<file path="src/rtl/msp_pkg.sv">
// Package for the memory access piece splitter.
// Holds sizes, piece codes, the piece and step structs and the chunk length helper.
// No dependencies.
package msp_pkg;

	// Block geometry and limits
	localparam int BLOCK_BYTES      = 64;
	localparam int MAX_ACCESS_BYTES = 64;
	localparam int MAX_RESULTS      = 12;

	// Field widths
	localparam int TID_W  = 8;
	localparam int ADDR_W = 64;
	localparam int LEN_W  = 7;
	localparam int SIZE_W = 4;

	// Derived widths
	localparam int OFS_W  = $clog2(BLOCK_BYTES);
	localparam int ROOM_W = OFS_W + 1;
	localparam int SPAN_W = (LEN_W > ROOM_W) ? LEN_W : ROOM_W;
	localparam int CNT_W  = $clog2(MAX_RESULTS + 1);

	typedef logic [LEN_W-1:0]  len_t;
	typedef logic [ROOM_W-1:0] room_t;
	typedef logic [SIZE_W-1:0] size_t_t;

	// Piece size codes
	localparam size_t_t SZ_8 = SIZE_W'(8);
	localparam size_t_t SZ_4 = SIZE_W'(4);
	localparam size_t_t SZ_2 = SIZE_W'(2);
	localparam size_t_t SZ_1 = SIZE_W'(1);

	typedef enum logic {
		ST_IDLE,
		ST_RUN
	} state_t;

	// One outgoing piece
	typedef struct packed {
		logic [TID_W-1:0]  thread;
		logic [ADDR_W-1:0] address;
		size_t_t           bytes;
		logic              last;
	} piece_t;

	// Result of one pass through the shared step unit
	typedef struct packed {
		size_t_t           size;
		logic [ADDR_W-1:0] next_addr;
		len_t              next_chunk;
		len_t              next_left;
		logic              done;
	} step_t;

	// Chunk length: smaller of the room left in the block and the bytes left
	function automatic len_t chunk_len(room_t room, len_t left);
		logic [SPAN_W-1:0] r;
		logic [SPAN_W-1:0] l;
		r = SPAN_W'(room);
		l = SPAN_W'(left);
		// the minimum never exceeds left, so it fits in LEN_W bits
		chunk_len = (r < l) ? LEN_W'(r) : left;
	endfunction

endpackage

</file>
<file path="src/rtl/msp_acc_if.sv">
// Access channel: one memory access per item.
// Depends on msp_pkg for field widths.
interface msp_acc_if;
	logic                         valid;
	logic                         ready;
	logic [msp_pkg::TID_W-1:0]    thread_id;
	logic [msp_pkg::ADDR_W-1:0]   start_address;
	logic [msp_pkg::LEN_W-1:0]    access_bytes;

	modport source (output valid, thread_id, start_address, access_bytes, input ready);
	modport sink   (input valid, thread_id, start_address, access_bytes, output ready);
endinterface

</file>
<file path="src/rtl/msp_piece_if.sv">
// Piece channel: one naturally sized piece per item.
// Depends on msp_pkg for field widths.
interface msp_piece_if;
	logic                         valid;
	logic                         ready;
	logic [msp_pkg::TID_W-1:0]    piece_thread;
	logic [msp_pkg::ADDR_W-1:0]   piece_address;
	logic [msp_pkg::SIZE_W-1:0]   piece_bytes;
	logic                         piece_last;

	modport source (output valid, piece_thread, piece_address, piece_bytes, piece_last,
		input ready);
	modport sink   (input valid, piece_thread, piece_address, piece_bytes, piece_last,
		output ready);
endinterface

</file>
<file path="src/rtl/msp_step.sv">
// Shared step unit: picks the next piece size, advances the address and
// refills the chunk at a block boundary. Depends on msp_pkg.
module msp_step (
	input  logic [msp_pkg::ADDR_W-1:0] addr,
	input  msp_pkg::len_t              chunk,
	input  msp_pkg::len_t              left,
	output msp_pkg::step_t             res
);
	import msp_pkg::*;

	size_t_t size;
	len_t    remain;
	len_t    refill;

	// Greedy size choice
	always_comb begin
		if (chunk >= LEN_W'(8)) begin
			size = SZ_8;
		end else if (chunk >= LEN_W'(4)) begin
			size = SZ_4;
		end else if (chunk >= LEN_W'(2)) begin
			size = SZ_2;
		end else begin
			size = SZ_1;
		end
	end

	assign remain = chunk - LEN_W'(size);
	assign refill = chunk_len(ROOM_W'(BLOCK_BYTES), left);

	// Address advance and chunk bookkeeping
	always_comb begin
		res.size      = size;
		res.next_addr = addr + ADDR_W'(size);
		if (remain == '0) begin
			res.next_chunk = refill;
			res.next_left  = left - refill;
			res.done       = (left == '0);
		end else begin
			res.next_chunk = remain;
			res.next_left  = left;
			res.done       = 1'b0;
		end
	end

endmodule

</file>
<file path="src/rtl/msp_seq.sv">
// Sequencer: takes one access, then drives the step unit once per piece.
// Depends on msp_pkg, msp_acc_if and msp_step.
module msp_seq (
	input  logic            clk,
	input  logic            arst_n,
	msp_acc_if.sink         acc,
	input  logic            take,
	output logic            piece_v,
	output msp_pkg::piece_t piece_d
);
	import msp_pkg::*;

	state_t              state_q;
	state_t              state_d;
	logic [TID_W-1:0]    tid_q;
	logic [ADDR_W-1:0]   addr_q;
	len_t                chunk_q;
	len_t                left_q;
	logic [CNT_W-1:0]    count_q;

	len_t                left0;
	room_t               room0;
	len_t                chunk0;
	logic                start;
	logic                emit;
	logic                last;
	step_t               step;

	msp_step u_step (
		.addr  (addr_q),
		.chunk (chunk_q),
		.left  (left_q),
		.res   (step)
	);

	// First chunk of the incoming access
	assign left0  = (acc.access_bytes > LEN_W'(MAX_ACCESS_BYTES)) ?
		LEN_W'(MAX_ACCESS_BYTES) : acc.access_bytes;
	assign room0  = ROOM_W'(BLOCK_BYTES) - ROOM_W'(acc.start_address[OFS_W-1:0]);
	assign chunk0 = chunk_len(room0, left0);

	assign last   = step.done || (count_q == CNT_W'(MAX_RESULTS - 1));

	// Next state and handshake
	always_comb begin
		state_d   = state_q;
		acc.ready = 1'b0;
		start     = 1'b0;
		emit      = 1'b0;
		case (state_q)
			ST_IDLE: begin
				acc.ready = 1'b1;
				if (acc.valid && left0 != '0) begin
					start   = 1'b1;
					state_d = ST_RUN;
				end
			end
			ST_RUN: begin
				if (take) begin
					emit = 1'b1;
					if (last) begin
						state_d = ST_IDLE;
					end
				end
			end
			default: begin
				state_d = ST_IDLE;
			end
		endcase
	end

	always_ff @(posedge clk or negedge arst_n) begin
		if (!arst_n) begin
			state_q <= ST_IDLE;
		end else begin
			state_q <= state_d;
		end
	end

	// Working registers
	always_ff @(posedge clk or negedge arst_n) begin
		if (!arst_n) begin
			count_q <= '0;
		end else if (start) begin
			count_q <= '0;
		end else if (emit) begin
			count_q <= count_q + CNT_W'(1);
		end
	end

	always_ff @(posedge clk) begin
		if (start) begin
			tid_q   <= acc.thread_id;
			addr_q  <= acc.start_address;
			chunk_q <= chunk0;
			left_q  <= left0 - chunk0;
		end else if (emit) begin
			addr_q  <= step.next_addr;
			chunk_q <= step.next_chunk;
			left_q  <= step.next_left;
		end
	end

	// Piece toward the output register
	assign piece_v         = emit;
	assign piece_d.thread  = tid_q;
	assign piece_d.address = addr_q;
	assign piece_d.bytes   = step.size;
	assign piece_d.last    = last;

	// Checks
	a_chunk_live: assert property (@(posedge clk) disable iff (!arst_n)
		state_q == ST_RUN |-> chunk_q != '0)
		else $error("empty chunk while running");

	a_last_ends: assert property (@(posedge clk) disable iff (!arst_n)
		emit && last |=> state_q == ST_IDLE)
		else $error("sequencer kept running after last piece");

	a_count_cap: assert property (@(posedge clk) disable iff (!arst_n)
		count_q <= CNT_W'(MAX_RESULTS))
		else $error("piece count past limit");

	a_no_take_hold: assert property (@(posedge clk) disable iff (!arst_n)
		state_q == ST_RUN && !take |=> $stable(addr_q) && $stable(chunk_q))
		else $error("step advanced without a free output slot");

endmodule

</file>
<file path="src/rtl/memory_access_piece_splitter_top.sv">
// Memory access piece splitter, top level.
// Depends on msp_pkg, msp_acc_if, msp_piece_if and msp_seq.
//
// Usage:
//  - acc (valid/ready) carries one access: thread_id, start_address and
//    access_bytes (above 64 is treated as 64, zero gives no pieces).
//  - piece (valid/ready) carries one piece per item in ascending address
//    order: thread, address, size 8/4/2/1 and a last flag.
//  - The access is cut at every 64-byte block boundary, each chunk into
//    8-byte pieces followed by at most one 4-, 2- and 1-byte piece.
//  - One access occupies the block until its last piece is issued; acc.ready
//    is high only between accesses. The address step unit issues one piece a
//    cycle while the output register is free to take it.
//  - Each piece is registered in the sequencer, then in the output register.
//  - A stalled receiver holds the output register; the sequencer waits with
//    it and no piece is dropped.
//  - Reset (arst_n low, asynchronous) returns to idle and clears the output
//    valid; a partly split access is discarded.
module memory_access_piece_splitter_top (
	input  logic      clk,
	input  logic      arst_n,
	msp_acc_if.sink   acc,
	msp_piece_if.source piece
);
	import msp_pkg::*;

	logic   take;
	logic   piece_v;
	piece_t piece_d;
	logic   valid_q;
	piece_t out_q;

	msp_seq u_seq (
		.clk     (clk),
		.arst_n  (arst_n),
		.acc     (acc),
		.take    (take),
		.piece_v (piece_v),
		.piece_d (piece_d)
	);

	// Output register is free when empty or being drained
	assign take = !valid_q || piece.ready;

	always_ff @(posedge clk or negedge arst_n) begin
		if (!arst_n) begin
			valid_q <= 1'b0;
		end else if (take) begin
			valid_q <= piece_v;
		end
	end

	always_ff @(posedge clk) begin
		if (take && piece_v) begin
			out_q <= piece_d;
		end
	end

	assign piece.valid         = valid_q;
	assign piece.piece_thread  = out_q.thread;
	assign piece.piece_address = out_q.address;
	assign piece.piece_bytes   = out_q.bytes;
	assign piece.piece_last    = out_q.last;

endmodule

</file>
<file path="src/flat_wrapper.sv">
// flat-port wrapper written by rule: the top's interface ports become plain ports
module memory_access_piece_splitter_top_flat import msp_pkg::*;
  (clk, arst_n, acc_valid, acc_thread_id, acc_start_address, acc_access_bytes, acc_ready, piece_valid, piece_piece_thread, piece_piece_address, piece_piece_bytes, piece_piece_last, piece_ready);
  msp_acc_if acc_i ();
  msp_piece_if piece_i ();
  input  logic clk;
  input  logic arst_n;
  input wire logic [$bits(acc_i.valid)-1:0] acc_valid;
  input wire logic [$bits(acc_i.thread_id)-1:0] acc_thread_id;
  input wire logic [$bits(acc_i.start_address)-1:0] acc_start_address;
  input wire logic [$bits(acc_i.access_bytes)-1:0] acc_access_bytes;
  output wire logic [$bits(acc_i.ready)-1:0] acc_ready;
  output wire logic [$bits(piece_i.valid)-1:0] piece_valid;
  output wire logic [$bits(piece_i.piece_thread)-1:0] piece_piece_thread;
  output wire logic [$bits(piece_i.piece_address)-1:0] piece_piece_address;
  output wire logic [$bits(piece_i.piece_bytes)-1:0] piece_piece_bytes;
  output wire logic [$bits(piece_i.piece_last)-1:0] piece_piece_last;
  input wire logic [$bits(piece_i.ready)-1:0] piece_ready;
  assign acc_i.valid = acc_valid;
  assign acc_i.thread_id = acc_thread_id;
  assign acc_i.start_address = acc_start_address;
  assign acc_i.access_bytes = acc_access_bytes;
  assign acc_ready = acc_i.ready;
  assign piece_valid = piece_i.valid;
  assign piece_piece_thread = piece_i.piece_thread;
  assign piece_piece_address = piece_i.piece_address;
  assign piece_piece_bytes = piece_i.piece_bytes;
  assign piece_piece_last = piece_i.piece_last;
  assign piece_i.ready = piece_ready;
  memory_access_piece_splitter_top u_core (.clk(clk), .arst_n(arst_n), .acc(acc_i), .piece(piece_i));
endmodule
</file>
<file path="config.mk">
export PLATFORM = sky130hd
export DESIGN_NAME = memory_access_piece_splitter_top_flat
export DESIGN_NICKNAME = d
export VERILOG_FILES = /design/src/rtl/msp_pkg.sv /design/src/rtl/msp_acc_if.sv /design/src/rtl/msp_piece_if.sv /design/src/rtl/msp_step.sv /design/src/rtl/msp_seq.sv /design/src/rtl/memory_access_piece_splitter_top.sv /design/src/flat_wrapper.sv
export SDC_FILE = /design/constraint.sdc
export NUM_CORES = 1
export LEC_CHECK = 0
export BUFFER_PORTS_ARGS = -buffer_cell sky130_fd_sc_hd__buf_2
export CORE_UTILIZATION = 51
export DETAILED_ROUTE_END_ITERATION = 8
export HOLD_SLACK_MARGIN = 0.05
export PLACE_DENSITY_LB_ADDON = 0.2
export SLEW_MARGIN = 20
export SYNTH_ARGS = -nofsm -noshare
export SYNTH_HDL_FRONTEND = slang
export SYNTH_HIERARCHICAL = 1
export SYNTH_SLANG_ARGS = --single-unit
</file>
<file path="constraint.sdc">
create_clock -name clk -period 3.4 [get_ports clk]
set_clock_uncertainty 0.15 [all_clocks]
set_input_delay 0.68 -clock clk [delete_from_list [all_inputs] [get_ports clk]]
set_output_delay 0.68 -clock clk [all_outputs]
set_load 0.02 [all_outputs]
</file>
==> results of run 1 <==
-- worst max-delay path: stages --
cell	delay, ns
buf_12	0.09
inv_12	0.03
ha_4	0.24
ha_4	0.15
or4b_4	0.53
a21oi_4	0.18
nor3_4	0.07
a211oi_4	0.26
mux2i_2	0.32
inv_2	0.07
fa_2	0.39
nand2b_4	0.16
a21oi_4	0.18
o31ai_2	0.09
a211o_1	0.27
xnor2_1	0.13
o21ai_1	0.07
-- placed cells by master, fill, tap and decap left out, drive strengths merged, types with 7 or more instances in the layout --
cell / count
mux2i: 7
o21ai: 23
and3: 9
nand2: 236
nand4: 20
ha: 21
nand3: 17
inv: 36
a21oi: 18
edfxtp: 163
buf: 262
clkinv: 7
clkbuf: 18
nor3: 15
nor2: 38
nand2b: 8
xnor2: 47
xor2: 30
-- final timing paths --
path | startpoint | end | slack [ns] | cells past startpoint
min in group asynchronous | arst_n | u_core/u_seq/state_q | 0.47 | 2
min | u_core/u_seq/tid_q[4] | u_core/piece.piece_thread[4] | 0.27 | 0
max in group asynchronous | arst_n | u_core/u_seq/count_q[2] | 2.48 | 2
max reg2reg | u_core/u_seq/chunk_q[5] | u_core/u_seq/left_q[6] | -0.20 | 12
max | acc_start_address[1] | u_core/u_seq/left_q[6] | -0.47 | 17
min reg2reg | u_core/u_seq/tid_q[4] | u_core/piece.piece_thread[4] | 0.27 | 0
-- final cells by class --
type                            instances  area, um2
Fill cell                            1201       4870
Timing Repair Buffer                  263       1740
Antenna cell                            2       5.00
Tap cell                              220        275
Multi-Input combinational cell        573       4030
Clock buffer                           18        429
Inverter                               34        150
Sequential cell                       169       5040
Clock inverter                         14        100
-- cells by family after synthesis --
| logic type | share of synthesized area, % |
|---|---|
| AO/OA/AOI/OAI | 5.85 |
| adder cells (fa/ha/maj) | 3.83 |
| XOR/XNOR | 8.07 |
| AND/OR/NAND/NOR | 20.4 |
| buffers and inverters | 2.68 |
| multiplexers | 1.32 |
| flip-flops | 57.8 |
| other | 0.0429 |
-- per-stage QoR --
stage          cell area, um2  setup slack, ns  power (mW)  hold WS (ns)  util (%)
6_report                11800           -0.472        10.7         0.270      70.8
5_1_grt                 11800           -0.573        11.3         0.259      70.7
4_1_cts                 11300           -0.450        10.4         0.259      67.7
3_5_place_dp            10400            -1.05        8.43         0.256      62.5
3_3_place_gp            10400           -0.962        8.35         0.251      62.5
2_1_floorplan            8850           -0.989        7.06         0.234         -
-- state kept, by name, indices dropped and copies added (netlist names) --
name,count
u_core/piece.piece_address,64
u_core/u_seq/tid_q,8
u_core/piece.piece_last,1
u_core/u_seq/count_q,4
u_core/u_seq/addr_q,64
u_core/u_seq/left_q,7
u_core/piece.piece_bytes,4
u_core/piece.piece_thread,8
u_core/piece.valid,1
u_core/u_seq/chunk_q,7
u_core/u_seq/state_q,1
-- power groups by stage --
stage	combinational (mW)	clock, mW	sequential [mW]
3_5_place_dp	3.92	0	4.50
3_3_place_gp	3.88	0	4.47
4_1_cts	4.09	1.79	4.47
5_1_grt	4.82	1.86	4.64
2_1_floorplan	2.22	0	4.84
6_report	4.42	1.75	4.52
-- layer usage --
metal	GRT usage, %	wire [um]
met5	0	0
met1	30.7	9060
met4	11.2	652
met3	3.95	1000
met2	38.2	10200
-- what timing repair did --
| action | CTS | global route |
|---|---|---|
| setup endpoints to repair | 30 | 46 |
| gates resized for setup | 43 | 83 |
| endpoints found under the hold margin | 6 | 0 |
| pin swaps | 22 | 44 |
| hold buffers | 1 | 0 |
| setup buffers | 19 | 13 |
| gates cloned | 0 | 1 |
==> run_results.csv, run 1 <==
group,metric,value,unit
power,p_seq_share,42.3,%
timing,slew_headroom,58.9,%
clocking,cts_buffer_depth,2,
floorplanning,start_util,52.5,%
routing,vias_per_cell,5.30,
global_route,grt_usage,23.5,%
power,p_sw,4.18,mW
worst_setup_path,worstPathRequired,3.42,ns
place,dp_hpwl,14000,um
timing,tightest_slew,0.617,ns
power,leakage,4.97,nW
synth,yosysMostFrequentCell,"nand2_1",
floorplanning,rows,47,
clocking,cts_buffers,17,
synth,netlist_area,8730,um2
layout,layout.nets,1165,
synth,async_flop_share,3.55,%
global_route,grt_pass1_vias,6515,
place,port_buffers,161,
worst_setup_path,cp.arrival,3.90,ns
clocking,clk_pin_slew,0.06,ns
synth,synth_fp_nets,907,
synth,synth_edf_count,163,
floorplanning,die_w,133,um
synth,synth.area.top_cells,"edfxtp_1, nand2_1, xnor2_1, ha_1, xor2_1",
synth,seq_area_frac_synth,57.8,%
synth,ys_types,69,
routing,wl,20900,um
worst_setup_path,start_kind,"input pin",
run_status,status,"complete, but fails checks",
power,comb_power_share,41.3,%
power,irDropWorstVdd,0.475,mV
worst_setup_path,endpoint_kind,"register",
timing,rsz0062_at_grt,"yes",
layout,drive_gt1_share,36.8,%
power,swShare,39.1,%
power,p_clk_share,16.4,%
timing,period_needed,3.87,ns
flow_run,drv_cap,0,
clocking,h-tree-depth,4,
routing,wl_per_cell,16.2,um
global_route,grt_start_max_net_pins,68,
synth,ys_ff_latch,169,
floorplanning,io_pins,162,
global_route,antenna_found_initial,2,
routing,drtPass1Iterations,5,
worst_setup_path,critPathKind,"in2reg",
floorplanning,dieArea,17600,um2
place,placed_cells,1227,
global_route,grt_pass1_wl,31900,um
floorplanning,core,16600,um2
synth,ys_warn_count,6,
run_status,violations,"negative setup slack",
routing,initialDrtViolationCount,405,
worst_setup_path,cp_max_fo,3,
timing,max_clock_freq,258,MHz
synth,syn_avg_cell_area,10.9,um2
synth,ys.flop_type,"edfxtp_1",
timing,fin_ws,-0.472,ns
timing,hold_violations,0,
synth,synth_top_cell_area_share,56.1,%
routing,route.vias.total,6851,
power,p_per_area,907,nW/um2
clocking,clock-sinks,169,
synth,synth_common_cells,"nand2_1, edfxtp_1, xnor2_1, nor2_1, inv_1",
place,gp_congestion,0.848,
layout,area_growth,34.9,%
timing,slew_viol_final,0,
clocking,cts_tree,"yes",
synth,synthCells,800,
worst_hold_path,hold_class,"reg2reg",
global_route,gr-total-overflow,0,
timing,finalSetupTns,-2.15,ns
clocking,clkLatencyLatePin,0.43,ns
power,p_int,6.50,mW
synth,yosysTopAreaCell,"edfxtp_1",
routing,ant_nets,0,
layout,finalNonFillerCells,1293,
floorplanning,die_height,133,um
clocking,ctsRootBufferMaster,"clkbuf_16",
routing,drc,0,
timing,finalSetupViolCount,19,
timing,period_share,114,%
(Power assumes the default switching activity.)
==> run 2, diff against run 1 <==
--- a/config.mk
+++ b/config.mk
@@ -6,12 +6,11 @@
 export NUM_CORES = 1
 export LEC_CHECK = 0
 export BUFFER_PORTS_ARGS = -buffer_cell sky130_fd_sc_hd__buf_2
-export CORE_UTILIZATION = 51
+export CORE_UTILIZATION = 50
 export DETAILED_ROUTE_END_ITERATION = 8
 export HOLD_SLACK_MARGIN = 0.05
 export PLACE_DENSITY_LB_ADDON = 0.2
 export SLEW_MARGIN = 20
 export SYNTH_ARGS = -nofsm -noshare
 export SYNTH_HDL_FRONTEND = slang
-export SYNTH_HIERARCHICAL = 1
 export SYNTH_SLANG_ARGS = --single-unit
==> run_results.csv, run 2 <==
group,metric,value,unit
synth,netlist_area,8360,um2
place,gp_congestion,0.847,
layout,postLayoutCoreUtil,71.0,%
timing,slew_viol_final,0,
synth,ys_ff_latch,169,
worst_setup_path,cp.arrival,3.75,ns
clocking,clkLatencyLatePin,0.43,ns
place,dp_hpwl,13600,um
worst_setup_path,r2r_cells,11,
layout,drive_gt1_share,39.0,%
floorplanning,io_pins,162,
routing,vias_per_cell,5.43,
clocking,clk_pin_slew,0.07,ns
global_route,antenna_found_initial,1,
timing,max_clock_freq,268,MHz
power,leakage,4.46,nW
floorplanning,dieArea,17200,um2
timing,rsz0062_at_grt,"yes",
worst_setup_path,start_kind,"input pin",
synth,yosysMostFrequentCell,"edfxtp_1",
clocking,cts_buffer_depth,2,
synth,synth_top_cell_area_share,58.5,%
run_status,status,"complete, but fails checks",
floorplanning,die_height,131,um
synth,seq_area_frac_synth,60.3,%
place,placed_cells,1137,
synth,synthCells,718,
worst_setup_path,critical_path.startpoint,"acc_start_address[0]",
clocking,ctsRootBufferMaster,"clkbuf_16",
routing,ant_nets,0,
flow_run,drv_cap,0,
synth,ys_types,61,
layout,layout.nets,1083,
worst_setup_path,crit_end,"u_core.u_seq.left_q[6]",
global_route,grt_start_max_net_pins,69,
global_route,grt_pass1_vias,6444,
global_route,grt_pass1_wl,32000,um
synth,synth_fp_nets,827,
worst_setup_path,timing.rr.end,"u_core.u_seq.addr_q[54]",
power,p_per_area,717,nW/um2
clocking,cts_buffers,17,
routing,wl,20600,um
timing,fin_ws,-0.332,ns
timing,slew_headroom,55.8,%
power,irDropWorstVdd,0.447,mV
floorplanning,rows,46,
worst_hold_path,hold_class,"reg2reg",
timing,period_share,110,%
routing,drtPass1Iterations,5,
clocking,cts_tree,"yes",
synth,ys.flop_type,"edfxtp_1",
timing,tightest_slew,0.658,ns
routing,wl_per_cell,17.1,um
synth,syn_avg_cell_area,11.6,um2
run_status,violations,"negative setup slack",
floorplanning,die_w,131,um
global_route,gr-total-overflow,0,
synth,yosysTopAreaCell,"edfxtp_1",
synth,synth.area.top_cells,"edfxtp_1, xor2_1, nand2_1, o21ai_0, ha_1",
layout,design_area,11400,um2
worst_setup_path,worstPathRequired,3.42,ns
routing,drc,0,
timing,holdWs,0.271,ns
synth,async_flop_share,3.55,%
floorplanning,core,16100,um2
global_route,grt_usage,23.8,%
layout,finalNonFillerCells,1204,
worst_setup_path,endpoint_kind,"register",
timing,period_needed,3.73,ns
synth,ys_warn_count,0,
floorplanning,start_util,51.9,%
clocking,clock-sinks,169,
timing,finalSetupViolCount,59,
routing,route.vias.total,6541,
worst_setup_path,rr_startpoint,"u_core.u_seq.chunk_q[5]",
worst_setup_path,cp_max_fo,5,
worst_setup_path,critPathKind,"in2reg",
synth,synth_edf_count,163,
routing,initialDrtViolationCount,467,
place,placedInstanceArea,10000,um2
timing,hold_violations,0,
worst_setup_path,rrSetupSlack,-0.26,ns
clocking,h-tree-depth,4,
layout,mostFrequentLayoutCells,"edfxtp_1, buf_2, nand2_1, buf_4, o21ai_1",
place,port_buffers,161,
layout,area_growth,36.8,%
synth,synth_common_cells,"edfxtp_1, nand2_1, o21ai_0, xor2_1, nor2_1",
timing,finalSetupTns,-4.73,ns
layout,layout_commonest_cell,"edfxtp_1",
==> run 2: changes by cell type after synthesis, moves of 7 or more <==
cell,before,now
xnor2_1,46,24
and3_1,8,15
xor2_1,30,51
nand4_1,20,29
o21ai_0,17,67
nand3_1,17,25
nand2_1,236,107
==> run 2: stage by stage <==
stage	total power [mW]	setup slack [ns]
after floorplan	4.98	-0.326
after global placement	5.75	-0.589
after detailed placement	5.86	-0.800
after CTS	7.90	-0.204
after global routing	8.61	-0.406
final	8.20	-0.332
==> run 2: layout make-up <==
cell class              count  area [um2]
flip-flops and latches    169        5040
fillers                  1158        4680
multi-input cells         496        3680
repair buffers            263        1770
clock buffers              17         425
well taps                 216         270
clock inverters            15         145
inverters                  27         106
diodes                      1        2.50
==> run 2: cell families (layout without fill, tap and decap cells) <==
| logic type | after synthesis | after routing | synth area share (%) |
|---|---|---|---|
| AO/OA/AOI/OAI | 124 | 124 | 8.59 |
| XOR/XNOR | 75 | 75 | 7.86 |
| adder cells (fa/ha/maj) | 26 | 26 | 4.16 |
| buffers and inverters | 53 | 322 | 2.54 |
| flip-flops | 169 | 169 | 60.3 |
| multiplexers | 2 | 2 | 0.239 |
| other | 1 | 2 | 0.0449 |
| AND/OR/NAND/NOR | 268 | 268 | 16.2 |
==> run 2: layer usage <==
layer / part of all wire, % / GRT usage (%)
met3: 5.2 / 4.36
met1: 40 / 29.1
met4: 2.6 / 11.0
met5: 0 / 0
met2: 52 / 40.9
==> run 2: worst max-delay path, cell delays in order <==
cell and delay, ns:
buf_8 0.10, nor3_4 0.20, nor3b_4 0.27, xnor2_2 0.17, ha_4 0.25, a21oi_4 0.15, nor2b_2 0.07, a211oi_4 0.33
buf_4 0.19, o21ai_2 0.07, ha_2 0.20, fa_2 0.37, nor2b_4 0.14, nor3_2 0.05, o21bai_1 0.14, a21oi_1 0.11
xor2_1 0.17, o22ai_1 0.09
==> run 2: where the power goes <==
part	internal (mW)	switching (mW)	leakage [nW]
registers	3.12	0.436	1.65
logic	1.25	1.53	2.53
clock network	1.02	0.843	0.275
total	5.39	2.81	4.46
==> run 2: worst min-delay path by stage <==
stage | startpoint | end | slack (ns) | depth (start not counted)
global placement | u_core.u_seq.tid_q[6] | u_core.piece.piece_thread[6] | 0.25 | 0
floorplan | arst_n | u_core.piece.valid | 0.23 | 0
global route | acc_thread_id[2] | u_core.u_seq.tid_q[2] | 0.25 | 1
detailed placement | u_core.u_seq.tid_q[6] | u_core.piece.piece_thread[6] | 0.26 | 0
CTS | acc_thread_id[7] | u_core.u_seq.tid_q[7] | 0.25 | 1
finish | u_core.u_seq.tid_q[6] | u_core.piece.piece_thread[6] | 0.27 | 0
==> run 2: repair_timing <==
item | 4_1_cts | 5_1_grt
endpoints found under the hold margin | 6 | 0
endpoints found under the setup margin | 70 | 74
setup buffers | 17 | 21
cloned | 4 | 0
hold buffers | 1 | 0
resized for setup | 107 | 71
pin swaps | 44 | 80
==> run 3, diff against run 2 <==
--- a/config.mk
+++ b/config.mk
@@ -5,9 +5,9 @@
 export SDC_FILE = /design/constraint.sdc
 export NUM_CORES = 1
 export LEC_CHECK = 0
-export BUFFER_PORTS_ARGS = -buffer_cell sky130_fd_sc_hd__buf_2
-export CORE_UTILIZATION = 50
+export CORE_UTILIZATION = 58
 export DETAILED_ROUTE_END_ITERATION = 8
+export DONT_BUFFER_PORTS = 1
 export HOLD_SLACK_MARGIN = 0.05
 export PLACE_DENSITY_LB_ADDON = 0.2
 export SLEW_MARGIN = 20
==> constraint.sdc (replaced) <==
create_clock -name clk -period 3.4 [get_ports clk]
set_clock_uncertainty 0.15 [all_clocks]
set_input_delay 0.17 -clock clk [delete_from_list [all_inputs] [get_ports clk]]
set_output_delay 0.17 -clock clk [all_outputs]
set_load 0.02 [all_outputs]
==> run_results.csv, run 3 (synthesis gave the netlist of run 2 again) <==
group,metric,value,unit
timing,hold_violations,0,
timing,finalSetupTns,-4.01,ns
worst_setup_path,cp.arrival,3.72,ns
worst_setup_path,timing.rr.end,"u_core.u_seq.addr_q[62]",
layout,postLayoutCoreUtil,77.0,%
layout,drive_gt1_share,17.4,%
worst_setup_path,endpoint_kind,"register",
clocking,ctsRootBufferMaster,"clkbuf_16",
routing,initialDrtViolationCount,582,
clocking,cts_tree,"yes",
global_route,gr-total-overflow,0,
clocking,cts_buffers,17,
layout,design_area,10800,um2
global_route,grt_pass1_vias,6164,
worst_setup_path,worstPathRequired,3.52,ns
worst_setup_path,start_kind,"register",
floorplanning,start_util,59.8,%
worst_hold_path,hold_class,"in2reg",
timing,period_needed,3.60,ns
layout,layout_commonest_cell,"edfxtp_1",
worst_hold_path,holdPathEnd,"u_core.u_seq.chunk_q[0]",
worst_setup_path,critPathKind,"reg2reg",
layout,area_growth,28.8,%
floorplanning,rows,43,
clocking,clock-sinks,169,
floorplanning,die_height,122,um
layout,num_antenna_cells,0,
routing,vias_per_cell,5.94,
run_status,violations,"negative setup slack",
timing,tightest_slew,0.973,ns
routing,wl,19700,um
layout,finalNonFillerCells,1050,
global_route,grt_usage,27.0,%
clocking,h-tree-depth,4,
routing,drtPass1Iterations,8,
worst_setup_path,rr_startpoint,"u_core.u_seq.chunk_q[4]",
place,dp_hpwl,12600,um
worst_hold_path,whs_path_depth,4,
run_status,status,"complete, but fails checks",
timing,slew_headroom,35.2,%
place,gp_congestion,0.839,
timing,fin_ws,-0.199,ns
flow_run,drv_cap,0,
worst_setup_path,r2r_cells,9,
floorplanning,io_pins,162,
global_route,grt_pass1_wl,30800,um
place,placedInstanceArea,9030,um2
power,p_per_area,738,nW/um2
place,post-place-ws,-0.258,ns
worst_setup_path,cp_max_fo,4,
clocking,cts_buffer_depth,2,
timing,slew_viol_final,0,
worst_setup_path,rrSetupSlack,-0.20,ns
timing,rsz0062_at_grt,"yes",
floorplanning,dieArea,14900,um2
power,irDropWorstVdd,0.574,mV
routing,ant_nets,0,
timing,finalSetupViolCount,59,
routing,route.vias.total,6238,
global_route,antenna_found_initial,0,
floorplanning,die_w,122,um
timing,max_clock_freq,278,MHz
timing,period_share,106,%
worst_hold_path,hp-start,"acc_start_address[0]",
place,port_buffers,0,
routing,wl_per_cell,18.8,um
clocking,clk_pin_slew,0.07,ns
place,placed_cells,928,
power,leakage,3.88,nW
clocking,clkLatencyLatePin,0.42,ns
global_route,grt_start_max_net_pins,74,
layout,layout.nets,966,
layout,mostFrequentLayoutCells,"edfxtp_1, nand2_1, dlygate4sd3_1, buf_4, xor2_1",
routing,drc,0,
floorplanning,core,14000,um2
[run 3: stage by stage]
| stage | hold slack (ns) | total power [mW] |
|---|---|---|
| 2_1_floorplan | -0.276 | 4.97 |
| 3_3_place_gp | -0.275 | 5.51 |
| 3_5_place_dp | -0.275 | 5.63 |
| 4_1_cts | 0.120 | 7.85 |
| 5_1_grt | 0.145 | 8.28 |
| 6_report | 0.111 | 7.95 |
[run 3: worst max-delay path by stage]
| stage | start | endpoint | slack [ns] | depth (start not counted) |
|---|---|---|---|---|
| detailed placement | acc_start_address[2] | u_core.u_seq.left_q[6] | -0.26 | 16 |
| global placement | u_core.u_seq.chunk_q[3] | u_core.u_seq.addr_q[62] | -0.08 | 9 |
| floorplan | u_core.u_seq.chunk_q[4] | u_core.u_seq.addr_q[62] | -0.14 | 9 |
| finish | u_core.u_seq.chunk_q[4] | u_core.u_seq.addr_q[62] | -0.20 | 9 |
| CTS | u_core.u_seq.chunk_q[3] | u_core.u_seq.addr_q[62] | -0.19 | 9 |
| global route | u_core.u_seq.chunk_q[4] | u_core.u_seq.addr_q[62] | -0.30 | 9 |
[run 3: repair_timing]
action                                  CTS  global route
setup buffers                             5             8
pin swaps                                 7            14
endpoints found under the hold margin    83             0
gates resized for setup                  39            25
hold buffers                             78             0
cloned                                    1             1
endpoints found under the setup margin   62            73
[run 3: where the power goes]
part	switching [mW]	internal (mW)
clock	0.874	1.19
combinational	1.08	0.905
sequential	0.752	3.15
[run 3: final cells by class]
type	instances	area, um2
fill	899	3220
tap	180	225
clock inverter	15	210
timing repair buffer	146	1360
clock buffer	17	425
inverter	27	105
multi-input combinational	496	3390
sequential	169	5040
[run 3: worst max-delay path: stages (launching register included)]
cell and delay (ns):
edfxtp_1 0.39, or4_4 0.59, or3_4 0.37, fa_2 0.43
nor2b_4 0.16, o31ai_4 0.08, or4_4 0.54, or2_1 0.26
or3_1 0.30, a31oi_1 0.16
[run 3: layer usage]
layer	GRT usage, %	vias to the layer above	routed length [um]
met1	32.8	3014	7820
met2	46.3	275	10200
met5	0	-	0
met4	10.9	0	552
li1	-	2896	-
met3	6.27	53	1200
